$ cat config.mk
export PLATFORM = sky130hd
export DESIGN_NAME = cc20_front
export DESIGN_NICKNAME = d
export VERILOG_FILES = /design/src/rtl/core/chacha20_ctr_byte_xor_core_defines.svh /design/src/rtl/core/cc20_pkg.sv /design/src/rtl/core/cc20_front.sv
export SDC_FILE = /design/constraint.sdc
export NUM_CORES = 1
export LEC_CHECK = 0
export ABC_AREA = 1
export BUFFER_PORTS_ARGS = -buffer_cell sky130_fd_sc_hd__buf_2
export CORE_MARGIN = 1
export CORE_UTILIZATION = 45
export CTS_CLUSTER_SIZE = 28
export DETAILED_ROUTE_END_ITERATION = 7
export GPL_TIMING_DRIVEN = 0
export PLACE_DENSITY = 0.67
export SLEW_MARGIN = 20
export SYNTH_ARGS = -nofsm -noshare
export SYNTH_HDL_FRONTEND = slang
export SYNTH_SLANG_ARGS = --single-unit
$ cat constraint.sdc
create_clock -name clk -period 2.09 [get_ports clk]
set_input_delay 0.209 -clock clk [delete_from_list [all_inputs] [get_ports clk]]
set_output_delay 0.209 -clock clk [all_outputs]
set_load 0.005 [all_outputs]
$ cat src/rtl/core/chacha20_ctr_byte_xor_core_defines.svh
// assertion macros shared by the core
`ifndef CHACHA20_CTR_BYTE_XOR_CORE_DEFINES_SVH
`define CHACHA20_CTR_BYTE_XOR_CORE_DEFINES_SVH
// implication checked every clock outside reset
`define CC_ASSERT_IMP(label, ante, cons, msg) \
  label: assert property (@(posedge clk) disable iff (!rst_n) (ante) |-> (cons)) \
    else $error(msg);
// implication whose consequent is checked in the cycle after the antecedent
`define CC_ASSERT_NEXT(label, ante, cons, msg) \
  label: assert property (@(posedge clk) disable iff (!rst_n) (ante) |=> (cons)) \
    else $error(msg);
`endif

$ cat src/rtl/core/cc20_pkg.sv
package cc20_pkg;
  localparam logic [31:0] SIGMA0 = 32'h61707865;
  localparam logic [31:0] SIGMA1 = 32'h3320646e;
  localparam logic [31:0] SIGMA2 = 32'h79622d32;
  localparam logic [31:0] SIGMA3 = 32'h6b206574;
  localparam logic [31:0] LEN_MASK = 32'hA5A5A5A5;

  localparam logic [2:0] REG_KEY01 = 3'd0;
  localparam logic [2:0] REG_KEY23 = 3'd1;
  localparam logic [2:0] REG_KEY45 = 3'd2;
  localparam logic [2:0] REG_KEY67 = 3'd3;
  localparam logic [2:0] REG_SEED  = 3'd4;
  localparam logic [2:0] REG_LEN   = 3'd5;

  typedef enum logic [1:0] {
    ST_IDLE,
    ST_ROUND,
    ST_FINAL
  } gen_state_t;

  // front to back queue entry
  typedef struct packed {
    logic [7:0] data;
    logic       last;
    logic       new_block;
    logic [5:0] pos;
  } cc20_item_t;

  // block request from back part to generator
  typedef struct packed {
    logic        start;
    logic [31:0] counter;
  } cc20_req_t;

  function automatic logic [31:0] rotl32(input logic [31:0] v, input int n);
    rotl32 = (v << n) | (v >> (32 - n));
  endfunction

  // one quarter round on four words
  function automatic logic [127:0] qround(input logic [31:0] a, input logic [31:0] b,
                                         input logic [31:0] c, input logic [31:0] d);
    logic [31:0] a1, b1, c1, d1;
    a1 = a + b;   d1 = rotl32(d ^ a1, 16);
    c1 = c + d1;  b1 = rotl32(b ^ c1, 12);
    a1 = a1 + b1; d1 = rotl32(d1 ^ a1, 8);
    c1 = c1 + d1; b1 = rotl32(b1 ^ c1, 7);
    qround = {d1, c1, b1, a1};
  endfunction
endpackage

$ cat src/rtl/core/cc20_front.sv
module cc20_front
  import cc20_pkg::*;
(
  input  logic        clk,
  input  logic        rst_n,
  input  logic        in_valid,
  output logic        in_ready,
  input  logic [7:0]  in_data,
  input  logic [31:0] msg_len,
  output logic        q_valid,
  input  logic        q_ready,
  output cc20_item_t  q_item
);
  localparam int QD = 2;

  cc20_item_t        q_mem [QD];
  logic              wp_r, rp_r;
  logic [1:0]        cnt_r;
  logic [5:0]        pos_r;
  logic [31:0]       done_r;
  logic              push, pop, last;
  cc20_item_t        item;

  assign in_ready = (cnt_r != 2'd2);
  assign push     = in_valid && in_ready;
  assign q_valid  = (cnt_r != 2'd0);
  assign pop      = q_valid && q_ready;
  assign q_item   = q_mem[rp_r];

  // classify: position, block start, last byte
  always_comb begin
    last           = ((done_r + 32'd1) == msg_len);
    item.data      = in_data;
    item.last      = last;
    item.new_block = (pos_r == 6'd0);
    item.pos       = pos_r;
  end

  always_ff @(posedge clk) begin
    if (push) q_mem[wp_r] <= item;
  end

  // queue pointers and byte counts
  always_ff @(posedge clk) begin
    if (!rst_n) begin
      wp_r <= 1'b0; rp_r <= 1'b0; cnt_r <= 2'd0;
      pos_r <= 6'd0; done_r <= 32'd0;
    end else begin
      if (push) begin
        wp_r <= ~wp_r;
        if (last) begin
          pos_r <= 6'd0; done_r <= 32'd0;
        end else begin
          pos_r <= pos_r + 6'd1; done_r <= done_r + 32'd1;
        end
      end
      if (pop) rp_r <= ~rp_r;
      cnt_r <= cnt_r + {1'b0, push} - {1'b0, pop};
    end
  end
endmodule

==> run metrics <==
outcome=finished with violations; failing checks=setup timing; Synth Area per Inst=6.81 um2; RSZ-0062 raised after global routing=yes; final worst path period share=114%; # DRC=0; number of synthesized flops with an enable pin=32; Synth Instances=697; Flop pwr share=47.3%; I/O Buffers=61; global-route met1 utilization=29.3%; Synth area leaders=nand2_1 21%, edfxtp_1 20%, dfxtp_1 18%, nor2_1 6.4%, nand3_1 5.7%; routed length per placed instance=13.7 um; area grow syn2layout=22.4%; fin area=5810 um2; Switching Fraction=32.2%; Cell Rows=37; Clk network pwr share=27.9%; Comb pwr share=24.7%; Post-CTS Hold Fix Bufs=0; setup slack after layout=-0.286 ns; Final Slew Violations=0; number of buffers created by CTS=9; share of the synthesized area in the top cell type=20.6%; Worst-path clk slew=0.09 ns; Min-Delay Path Class=in -> reg; first-pass GRT wire length=20.5 mm; PwrDens=649 nW/um2; detailed-route vias per instance=5.09; critical path endpoint category=flip-flop; Worst slew margin=56.4%; DP Cell Count=894; Routed WL=12.8 mm; NumNets Final=839; Synth Warn #=0; delay-heaviest family, CP=simple AND/OR/NAND/NOR gates; diode count=0; worst vdd ir=0.000362 V; die outline area=11000 um2; Final Hold Fails=0; register bit count reported by yosys=75; GRT busiest layer=met2; CP dominant cell by count=nor2_4; DIE WIDTH=105 um; antenna-violating nets left=0; io pins=62; Die Y=105 um; register area share after synthesis=38.4%; share of layout cells above drive strength 1=25.7%; Worst Path Required=2.30 ns; P_leak=2.38 nW; core area=10300 um2; Post-Syn Area=4740 um2; TritonCTS clock tree=done; dpl cell area=5240 um2; DRT iter0 DRCs=231; met3 Resource Use GR=3.43%; Synth area leader=nand2_1; CP Launch Type=flip-flop; CP Max Fanout=10; Async SR Flop Fraction=0%; WP data arrival=2.59 ns; Non-Filler Instances=931; critical-path cell list=nand2_1, nor2_4, nand2_4, nor2_4, buf_4, nand3_1, nand2_2, xor2_2, nand2_2, nor2_4, nand3_4, buf_8, nand2_1, a21oi_1; Vias=4741; Slowest-stage cell, CP=dfxtp_4; number of fill cells=1021; clk_lat worst skew=0.35 ns; final core area utilization=56.5%; syn nets=746; # clock sinks=75; Initial Util=46.2%; Setup Viol. Count Final=40; max_cap viols=0; worst-margin pin slew=0.654 ns; vias in the first global route=4404; initial antenna violation count=0; GRT Residual Overflow=0; pre-CTS WS=-0.432 ns; clk_skew=0.0111 ns; drt pass-1 iters=7; max frequency=421 MHz; Cell variety after synth=33; Int Pwr=0.00255 W; GP Congestion=0.927; H-Tree Level Count=3; GR met2 Demand/Resource=41.4%; largest net degree at the start of global routing=18; fin crit period=2.38 ns; Top FF cell, synth=dfxtp_1; clock buffer depth=2; DP Wirelength=9.62 mm; sw power=0.00121 W; Bufs and invs on worst path=2; critical path class=reg -> reg; gr usage total=23.8%; Total Power=0.00377 W; CP max stage delay=0.38 ns; Root Driver=clkbuf_8
Yosys cell counts (2+ instances only):
library cell / number
nand2_1: 260
nor2_1: 81
inv_1: 70
nand3_1: 54
a21oi_1: 48
dfxtp_1: 43
edfxtp_1: 32
mux2_2: 16
nand3b_1: 13
clkbuf_1: 11
nor2_2: 7
nor3_1: 7
xor2_1: 7
nor2_4: 6
ha_1: 5
nand2_2: 5
nand4_1: 5
o21ai_0: 5
buf_6: 3
o21ai_1: 3
xnor2_1: 3
inv_2: 2
power groups by stage:
| stage | combinational (W) | sequential (W) | clock, W |
|---|---|---|---|
| floorplan | 0.000567 | 0.00180 | 0 |
| global placement | 0.000859 | 0.00182 | 0 |
| detailed placement | 0.000886 | 0.00182 | 0 |
| CTS | 0.000929 | 0.00178 | 0.00107 |
| global route | 0.00104 | 0.00180 | 0.00113 |
| finish | 0.000931 | 0.00178 | 0.00105 |
worst register-to-register path, stage by stage, from the launching register on:
cell and delay, ns:
dfxtp_4 0.38, nand2_1 0.09, nor2_4 0.23, nand2_4 0.12
nor2_4 0.22, buf_4 0.16, nand3_1 0.07, nand2_2 0.11
xor2_2 0.20, nand2_2 0.09, nor2_4 0.14, nand3_4 0.13
buf_8 0.17, nand2_1 0.06, a21oi_1 0.06
metal layers:
layer / up-vias / part of all wire, %
li1: 2417 / -
met2: 138 / 49
met1: 2160 / 44
met3: 26 / 4.9
met4: 0 / 2.7
met5: - / 0
repair_timing:
item | 4_1_cts | 5_1_grt
cloned | 1 | 0
pin swaps | 11 | 10
endpoints found under the hold margin | 0 | 0
buffers inserted | 14 | 6
endpoints found under the setup margin | 67 | 63
gates resized for setup | 56 | 23
final cells by class:
class,count,area [um2],share of cell area (%)
clock buffers,9,124,2.13
clock inverters,7,56.3,0.969
inverters,72,270,4.65
repair buffers,82,470,8.10
well taps,136,170,2.93
plain buffers,15,87.6,1.51
multi-input cells,535,2770,47.7
flip-flops and latches,75,1860,32.0
cell families (layout without fill, tap and decap cells):
logic type	count (synthesis)	count (layout)	share of synthesized area [%]
AO/OA/AOI/OAI	58	58	6.25
XOR/XNOR	11	11	2.32
adder cells (fa/ha/maj)	5	5	1.32
buffers and inverters	87	185	7.36
flip-flops	75	75	38.4
multiplexers	16	16	3.80
AND/OR/NAND/NOR	445	445	40.6
sequential cells by signal, summed over array words and instances, names as in the netlist, named ones only:
register,flops
rp_r,1
q_mem,32
pos_r,6
done_r,32
wp_r,1
cnt_r,2
through the flow:
stage	setup TNS [ns]	hold WS [ns]
final	-10.58	0.0410
after detailed placement	-15.47	0.402
after CTS	-8.39	0.0287
after floorplan	0	0.302
after global placement	-26.85	0.398
after global routing	-16.64	0.0238
path summary, 6_finish.rpt:
kind                          start                      end  slack [ns]  cells after the start
min reg2reg   pos_r[4]$_SDFFE_PN0P_    q_mem[1][4]$_DFFE_PP_        0.46                      0
min                      in_data[0]    q_mem[0][8]$_DFFE_PP_        0.04                      1
max reg2reg  done_r[1]$_SDFFE_PN0P_  done_r[24]$_SDFFE_PN0P_       -0.29                     14
max          done_r[1]$_SDFFE_PN0P_  done_r[24]$_SDFFE_PN0P_       -0.29                     14
layout by cell type (no fill, tap or decap), drive strengths merged, types with 2 or more instances in the layout:
cell type	n
nand3b	13
buf	87
xor2	7
nand3	55
nor2	95
nand4	5
mux2	16
edfxtp	32
clkinv	2
xnor2	3
clkbuf	19
inv	76
o21ai	8
nor3	7
nand2	266
dfxtp	43
ha	5
a21oi	48
(Power assumes the default switching activity.)
