### src/rtl/core/chacha20_ctr_byte_xor_core_defines.svh
// assertion macros shared by the core
`ifndef CHACHA20_CTR_BYTE_XOR_CORE_DEFINES_SVH
`define CHACHA20_CTR_BYTE_XOR_CORE_DEFINES_SVH
// implication checked every clock outside reset
`define CC_ASSERT_IMP(label, ante, cons, msg) \
  label: assert property (@(posedge clk) disable iff (!rst_n) (ante) |-> (cons)) \
    else $error(msg);
// implication whose consequent is checked in the cycle after the antecedent
`define CC_ASSERT_NEXT(label, ante, cons, msg) \
  label: assert property (@(posedge clk) disable iff (!rst_n) (ante) |=> (cons)) \
    else $error(msg);
`endif

### src/rtl/core/cc20_pkg.sv
package cc20_pkg;
  localparam logic [31:0] SIGMA0 = 32'h61707865;
  localparam logic [31:0] SIGMA1 = 32'h3320646e;
  localparam logic [31:0] SIGMA2 = 32'h79622d32;
  localparam logic [31:0] SIGMA3 = 32'h6b206574;
  localparam logic [31:0] LEN_MASK = 32'hA5A5A5A5;

  localparam logic [2:0] REG_KEY01 = 3'd0;
  localparam logic [2:0] REG_KEY23 = 3'd1;
  localparam logic [2:0] REG_KEY45 = 3'd2;
  localparam logic [2:0] REG_KEY67 = 3'd3;
  localparam logic [2:0] REG_SEED  = 3'd4;
  localparam logic [2:0] REG_LEN   = 3'd5;

  typedef enum logic [1:0] {
    ST_IDLE,
    ST_ROUND,
    ST_FINAL
  } gen_state_t;

  // front to back queue entry
  typedef struct packed {
    logic [7:0] data;
    logic       last;
    logic       new_block;
    logic [5:0] pos;
  } cc20_item_t;

  // block request from back part to generator
  typedef struct packed {
    logic        start;
    logic [31:0] counter;
  } cc20_req_t;

  function automatic logic [31:0] rotl32(input logic [31:0] v, input int n);
    rotl32 = (v << n) | (v >> (32 - n));
  endfunction

  // one quarter round on four words
  function automatic logic [127:0] qround(input logic [31:0] a, input logic [31:0] b,
                                         input logic [31:0] c, input logic [31:0] d);
    logic [31:0] a1, b1, c1, d1;
    a1 = a + b;   d1 = rotl32(d ^ a1, 16);
    c1 = c + d1;  b1 = rotl32(b ^ c1, 12);
    a1 = a1 + b1; d1 = rotl32(d1 ^ a1, 8);
    c1 = c1 + d1; b1 = rotl32(b1 ^ c1, 7);
    qround = {d1, c1, b1, a1};
  endfunction
endpackage

### src/rtl/core/cc20_back.sv
module cc20_back
  import cc20_pkg::*;
(
  input  logic         clk,
  input  logic         rst_n,
  input  logic         q_valid,
  output logic         q_ready,
  input  cc20_item_t   q_item,
  output cc20_req_t    req,
  input  logic         gen_done,
  input  logic [511:0] block,
  output logic         out_valid,
  input  logic         out_ready,
  output logic [7:0]   out_byte,
  output logic         out_last
);
  logic [511:0] ks_r;
  logic [31:0]  ctr_r;
  logic         busy_r, load_r;
  logic         ks_ok_r;
  logic         ov_r;
  logic [7:0]   ob_r;
  logic         ol_r;
  logic         slot_free, need_blk, take;

  assign slot_free = !ov_r || out_ready;
  assign need_blk  = q_valid && q_item.new_block;
  assign take      = q_valid && !busy_r && !load_r && slot_free &&
                     (!q_item.new_block || ks_ok_r);
  assign q_ready   = take;
  assign req.start   = need_blk && !busy_r && !load_r && !ks_ok_r;
  assign req.counter = ctr_r;

  assign out_valid = ov_r;
  assign out_byte  = ob_r;
  assign out_last  = ol_r;

  // keystream buffer refresh and block counter
  always_ff @(posedge clk) begin
    if (load_r) ks_r <= block;
  end

  always_ff @(posedge clk) begin
    if (!rst_n) begin
      busy_r <= 1'b0; load_r <= 1'b0; ctr_r <= 32'd0; ov_r <= 1'b0;
      ks_ok_r <= 1'b0;
    end else begin
      load_r <= gen_done;
      if (req.start) begin
        busy_r <= 1'b1;
        ctr_r  <= ctr_r + 32'd1;
      end
      if (load_r) busy_r <= 1'b0;
      // fresh block ready for the waiting block-start byte
      if (load_r) ks_ok_r <= 1'b1;
      else if (take) ks_ok_r <= 1'b0;
      if (take && q_item.last) ctr_r <= 32'd0;
      if (take) ov_r <= 1'b1;
      else if (out_ready) ov_r <= 1'b0;
    end
  end

  // output register: xor with buffered keystream byte
  always_ff @(posedge clk) begin
    if (take) begin
      ob_r <= q_item.data ^ ks_r[8*q_item.pos +: 8];
      ol_r <= q_item.last;
    end
  end
endmodule

### config.mk
export PLATFORM = sky130hd
export DESIGN_NAME = cc20_back
export DESIGN_NICKNAME = d
export VERILOG_FILES = /design/src/rtl/core/chacha20_ctr_byte_xor_core_defines.svh /design/src/rtl/core/cc20_pkg.sv /design/src/rtl/core/cc20_back.sv
export SDC_FILE = /design/constraint.sdc
export NUM_CORES = 1
export LEC_CHECK = 0
export BUFFER_PORTS_ARGS = -buffer_cell sky130_fd_sc_hd__buf_4
export CAP_MARGIN = 25
export CORE_ASPECT_RATIO = 1.5
export CORE_MARGIN = 2
export CORE_UTILIZATION = 35
export DETAILED_ROUTE_END_ITERATION = 8
export HOLD_SLACK_MARGIN = 0.05
export PLACE_DENSITY_LB_ADDON = 0.1
export SLEW_MARGIN = 15
export SYNTH_ARGS = -nofsm -noshare
export SYNTH_HDL_FRONTEND = slang
export SYNTH_SLANG_ARGS = --single-unit
### constraint.sdc
create_clock -name clk -period 20.7 [get_ports clk]
set_input_delay 1.035 -clock clk [delete_from_list [all_inputs] [get_ports clk]]
set_output_delay 1.035 -clock clk [all_outputs]
set_load 0.02 [all_outputs]
==> flow_summary.toml, run 1 <==
[placement]
gp_congestion = 0.811
port-buffer-count = 576
dpl.hpwl_mm = 48.0
dpl-instance-area_um2 = 26800
dp.cells = 2378

[die]
ios = 577
rows = 111
dieWidth_um = 207
initial_core_util_pct = 35.4
chipHeight_um = 309
coreArea_um2 = 61200
die_area_um2 = 64000

[final_layout]
nets = 2180
final_common_cell = "buf_4"
drive_gt1_share_pct = 45.9
layout_common_cells = "buf_4, edfxtp_1, mux4_2"
finalInstanceArea_um2 = 28600
area_growth_pct = 32.0
stdcell_count = 2494

[detailed_routing]
drt_wl_total_mm = 64.8
ant_nets = 0
drt_iter0_markers = 841
vias_per_cell = 4.96
vias = 12400
drc = 0
wire_per_inst_um = 26.0
dr.pass1.iters = 5

[global_routing]
antenna_found_initial = 20
grt_max_degree = 83
grtUsageTotal_pct = 19.9
grt_pass1_wl_mm = 91.9
grt_pass1_vias = 13500
overflow = 0

[pwr]
p_per_area_nw_per_um2 = 87.3
irDropWorstVdd_v = 0.0000615
p_leak_uw = 0.0105

[timing]
period_share_pct = 18.6
tns_ns = 0
setup_viol = 0
maxSlewViolCount = 0
period_needed_ns = 3.84
fin_skew_ns = 0.0215
max_freq_mhz = 260
worst_slew_pin_slew_ns = 0.933
slew-limit-headroom_pct = 37.8
hold_violations = 0
rsz0062_at_grt = "false"

[min_path]
hp-class = "flip-flop to flip-flop"

[setup_path]
max_stage_delay_ns = 0.94
critical_path_class = "flip-flop to flip-flop"
path_max_fanout = 67
cp_common_cell = "buf_4"
slowest_stage = "dfxtp_4"
cp_num_buf_inv = 3
crit_chain = "buf_4 > buf_4 > buf_4"
cp.arrival_ns = 4.07
cp_top_family = "buffers and inverters"
cp-end-kind = "flip-flop"
critPathLaunchType = "flip-flop"
required_ns = 20.93

[synthesis]
syn_avg_cell_area_um2 = 20.7
synth_flop_cell = "edfxtp_1"
syn-cell-area_um2 = 21700
ys_warn_count = 0
ys_types = 51
synth_top_area_share_pct = 72.2
ys_seq_elements = 557
synthTopCellsByArea = "edfxtp_1, mux4_2, mux4_1, dfxtp_1, nor2_1"
synth_area_leader_cell = "edfxtp_1"
synthCells = 1047
async_flop_share_pct = 0
synth_fp_nets = 1581
yosysSeqAreaShare_pct = 75.5
synth-edff-count = 521

[status]
outcome = "completed"

[flow_run]
maxCapViolCount = 0

[clocking]
insertion_delay_ns = 0.61
root_buffer = "clkbuf_16"
post_cts_buffers = 0
ctsHoldBuffers = 0
clk_path_buf_depth = 3
tritoncts = "yes"
numCtsBuffers = 55
cts-resized-gates = 0
cts.sinks = 557
htree_levels = 2
clk_pin_slew_worst_paths_ns = 0.06
state kept, by name, summed over array words and instances (netlist names):
signal and cells:
out_valid 1, busy_r 1, ks_r 512, out_byte 8
ctr_r 32, load_r 1, out_last 1, ks_ok_r 1
final cells by class:
type                    instances  area, um^2
diodes                         13        32.5
fillers                      5291       32600
clock buffers                  76        1530
well taps                     791         990
multi-input cells             436        4930
clock inverters                25         236
flip-flops and latches        557       16400
inverters                       4        15.0
repair buffers                592        4510
Yosys cell counts (3+ instances only):
master	number
o21ai_0	13
nand2b_1	11
o22ai_1	16
o221ai_1	6
nand4_1	13
buf_12	3
nand3_1	12
nor2_1	59
inv_1	4
dfxtp_1	36
nor3_1	16
mux2_2	6
mux4_2	95
nor2b_1	15
buf_6	11
or3_1	7
buf_2	16
nor4_1	5
and3_1	6
nand2_1	23
a211oi_1	10
xor2_1	22
a21oi_1	13
clkbuf_1	7
buf_1	4
mux4_1	35
edfxtp_1	521
buf_4	8
xnor2_1	12
mux2i_1	8
and2_1	4
where the power goes:
group	internal, uW	switching (uW)
clock	565	429
combinational	115	89.6
sequential	1290	13.9
layer usage:
metal	global-route usage [%]	part of all wire [%]	vias up
met5	0	0.13	-
met2	35.3	53	495
met3	6.63	8.1	94
li1	-	-	5556
met1	22.0	36	6200
met4	7.86	2.5	14
tightest hold or removal path, cell delays in order, from the launching register on:
cell and delay [ns]:
dfxtp_1 0.32, o21ai_0 0.07, a21oi_1 0.06
worst paths after layout:
check / startpoint / endpoint / slack (ns) / cells after the start
setup / recovery: load_r / ks_r[345] / 16.86 / 3
hold reg to reg: ctr_r[31] / ctr_r[31] / 0.49 / 2
setup reg to reg: load_r / ks_r[345] / 16.86 / 3
hold / removal: ctr_r[31] / ctr_r[31] / 0.49 / 2
per-stage QoR:
stage / utilization (%) / power (uW) / setup WS (ns) / hold slack (ns)
3_3_place_gp: 43.6 / 1530 / 16.31 / 0.473
5_1_grt: 46.7 / 2590 / 16.55 / 0.531
6_report: 46.7 / 2500 / 16.86 / 0.493
3_5_place_dp: 43.7 / 1530 / 16.26 / 0.492
4_1_cts: 46.6 / 2540 / 16.71 / 0.500
2_1_floorplan: - / 1430 / 6.50 / 0.484
cell families (layout without fill, tap and decap cells):
logic type | after synthesis | in the layout | synth area share [%]
flops | 557 | 557 | 75.5
simple gates | 186 | 186 | 4.39
mux | 144 | 144 | 14.8
compound gates | 71 | 71 | 2.12
buf+inv | 54 | 697 | 1.78
xor+xnor | 34 | 34 | 1.37
fa+ha+maj | 1 | 1 | 0.0577
other cells | 0 | 13 | 0
No activity file was read; power rests on OpenSTA's default activity.
==> run 2: changes to the inputs <==
clock period = 3.2 ns   (was 20.7 ns; I/O delays follow)
==> run 2 against run 1 <==
  * The flow now stops in clock tree synthesis
  * Synthesized area unchanged
  * Synthesized cell count stayed put
==> flow_summary.toml, run 2 <==
[clocking]
root_buffer = "clkbuf_16"
cts-resized-gates = 0
ctsHoldBuffers = 498
cts.sinks = 557
post_cts_buffers = 0
clk_path_buf_depth = 3
numCtsBuffers = 55
htree_levels = 2

[placement]
gp_congestion = 0.782
port-buffer-count = 576
dpl.hpwl_mm = 47.2

[synthesis]
ys_types = 51
synth_area_leader_cell = "edfxtp_1"
synth.most_common_cell = "edfxtp_1"
ys_seq_elements = 557
synthCells = 1047
synth_flop_cell = "edfxtp_1"
synth_fp_nets = 1581
async_flop_share_pct = 0
yosysSeqAreaShare_pct = 75.5
synth_top_area_share_pct = 72.2
syn-cell-area_um2 = 21700
synth-edff-count = 521
synthTopCellsByArea = "edfxtp_1, mux4_2, mux4_1, dfxtp_1, nor2_1"
ys_warn_count = 0
syn_avg_cell_area_um2 = 20.7
synthTopCellsByCount = "edfxtp_1, mux4_2, nor2_1"

[status]
outcome = "aborted with a tool error"
haltStage = "clock tree synthesis"
stop_error = "[ERROR RSZ-0060] Max buffer count reached."

[die]
dieWidth_um = 207
ios = 577
initial_core_util_pct = 35.4
rows = 111
chipHeight_um = 309
==> run 2: cell counts after synthesis <==
No cell type changed its count.
==> run 2: logic make-up after synthesis <==
| group | Yosys count | share of synthesized area [%] |
|---|---|---|
| DFF | 557 | 75.5 |
| and+or+nand+nor | 186 | 4.39 |
| muxes | 144 | 14.8 |
| AOI/OAI and AO/OA | 71 | 2.12 |
| buffers and inverters | 54 | 1.78 |
| xor gates and xnor gates | 34 | 1.37 |
| adders and majority gates | 1 | 0.0577 |
==> run 2: metrics by stage <==
step / instances / hold slack (ns) / setup WS, ns / instance area, um^2 / utilization (%)
after detailed placement: 2382 / 0.339 / 0.470 / 26900 / 43.9
after global placement: 2382 / 0.339 / 0.485 / 26900 / 43.9
after floorplan: 1047 / 0.259 / -1.70 / 21800 / -
==> run 3: changes to the inputs <==
CORE_ASPECT_RATIO = default   (was 1.5)
CORE_UTILIZATION = 20   (was 35)
HOLD_SLACK_MARGIN = default   (was 0.05)
PLACE_DENSITY_LB_ADDON = 0.15   (was 0.1)
clock period = 4.16 ns   (was 3.2 ns; I/O delays follow)
==> run 3 against run 2 <==
  * The run now ends clean
==> flow_summary.toml, run 3 (synthesis gave the netlist of run 1 again) <==
[timing]
worst_slew_pin_slew_ns = 1.07
period_share_pct = 58.4
setup_viol = 0
max_freq_mhz = 412
slew-limit-headroom_pct = 28.9
period_needed_ns = 2.43
rsz0062_at_grt = "false"
whs_ns = 0.164
fin_skew_ns = 0.0226
hold_violations = 0
tns_ns = 0
maxSlewViolCount = 0
fin_ws_ns = 1.73

[pwr]
p_leak_uw = 0.0129
p_per_area_nw_per_um2 = 392
irDropWorstVdd_v = 0.000243

[global_routing]
grt_max_degree = 181
grt_pass1_wl_mm = 110
overflow = 0
antenna_found_initial = 15
grtUsageTotal_pct = 13.8
grt_pass1_vias = 16200

[clocking]
post_cts_buffers = 0
cts-resized-gates = 0
tritoncts = "yes"
ctsHoldBuffers = 526
clk_path_buf_depth = 3
cts.sinks = 557
insertion_delay_ns = 0.62
htree_levels = 3
numCtsBuffers = 71
clk_pin_slew_worst_paths_ns = 0.05
root_buffer = "clkbuf_16"

[setup_path]
required_ns = 3.95
cp.arrival_ns = 2.22
path_max_fanout = 29
rr_startpoint = "load_r"
critical_path_class = "flip-flop to output port"
cp-end-kind = "output port"
crit_start = "load_r"
critPathLaunchType = "flip-flop"

[min_path]
hold_start = "q_item[6]"
hp-class = "input port to flip-flop"

[final_layout]
largest_reg_flops = 512
area_growth_pct = 62.0
stdcell_count = 3664
final_common_cell = "buf_4"
largest-register = "ks_r"
drive_gt1_share_pct = 35.7
layout_common_cells = "buf_4, dlygate4sd3_1, edfxtp_1"
fill_cells = 10500
nets = 2728

[detailed_routing]
vias_per_cell = 3.96
ant_nets = 0
drc = 0
wire_per_inst_um = 21.1
vias = 14500
drt_iter0_markers = 687
drt_wl_total_mm = 77.4
dr.pass1.iters = 5

[placement]
dp.cells = 2998
gp_congestion = 0.750
dp_slack_ns = 1.13
dpl.hpwl_mm = 56.1
port-buffer-count = 576

[flow_run]
maxCapViolCount = 0

[die]
coreArea_um2 = 107000
die_area_um2 = 111000
initial_core_util_pct = 20.2
ios = 577
dieWidth_um = 333
rows = 120
chipHeight_um = 333

[status]
outcome = "completed"
-- run 3: metrics by stage --
step                      power, uW  utilization, %  instance area, um^2
final                         13800            32.7                35100
after global routing          14300            32.7                35100
after CTS                     14100            32.7                35100
after detailed placement       7710            25.8                27700
after global placement         7700            25.8                27700
after floorplan                7040               -                21800
-- run 3: final cells by class --
class	count	area, um^2	area share, %
diodes	12	30.0	0.0855
clock buffers	93	1930	5.50
clock inverters	35	229	0.652
inverters	4	15.0	0.0427
multi-input cells	436	4980	14.2
flip-flops and latches	557	16400	46.6
well taps	1403	1760	5.00
repair buffers	1124	9810	27.9
-- run 3: worst max-delay path, stage by stage (launching register included) --
cell and delay [ns]:
dfxtp_4 0.48, nor3b_1 0.41, and3_4 0.48, buf_4 0.22
-- run 3: power breakdown --
| group | leakage, uW | internal [uW] | total [uW] | switching, uW |
|---|---|---|---|---|
| clock network | 0.00105 | 3390 | 5800 | 2410 |
| logic | 0.00669 | 902 | 1510 | 612 |
| registers | 0.00518 | 6400 | 6470 | 67.2 |
| total | 0.0129 | 10700 | 13800 | 3090 |
-- run 3: routing by layer --
metal	vias to the layer above	wire, um	global-route usage, %
met5	-	68	0
met3	112	4080	3.37
met1	7266	31500	16.6
met2	452	40100	24.5
met4	10	1730	3.70
li1	6675	-	-
-- run 3: worst paths after layout --
kind	endpoint	depth (start not counted)	slack, ns
worst max register to register	ctr_r[28]	6	1.78
worst max-delay path	q_ready	3	1.73
worst min-delay path	out_valid	4	0.16
worst min register to register	ctr_r[31]	2	0.49
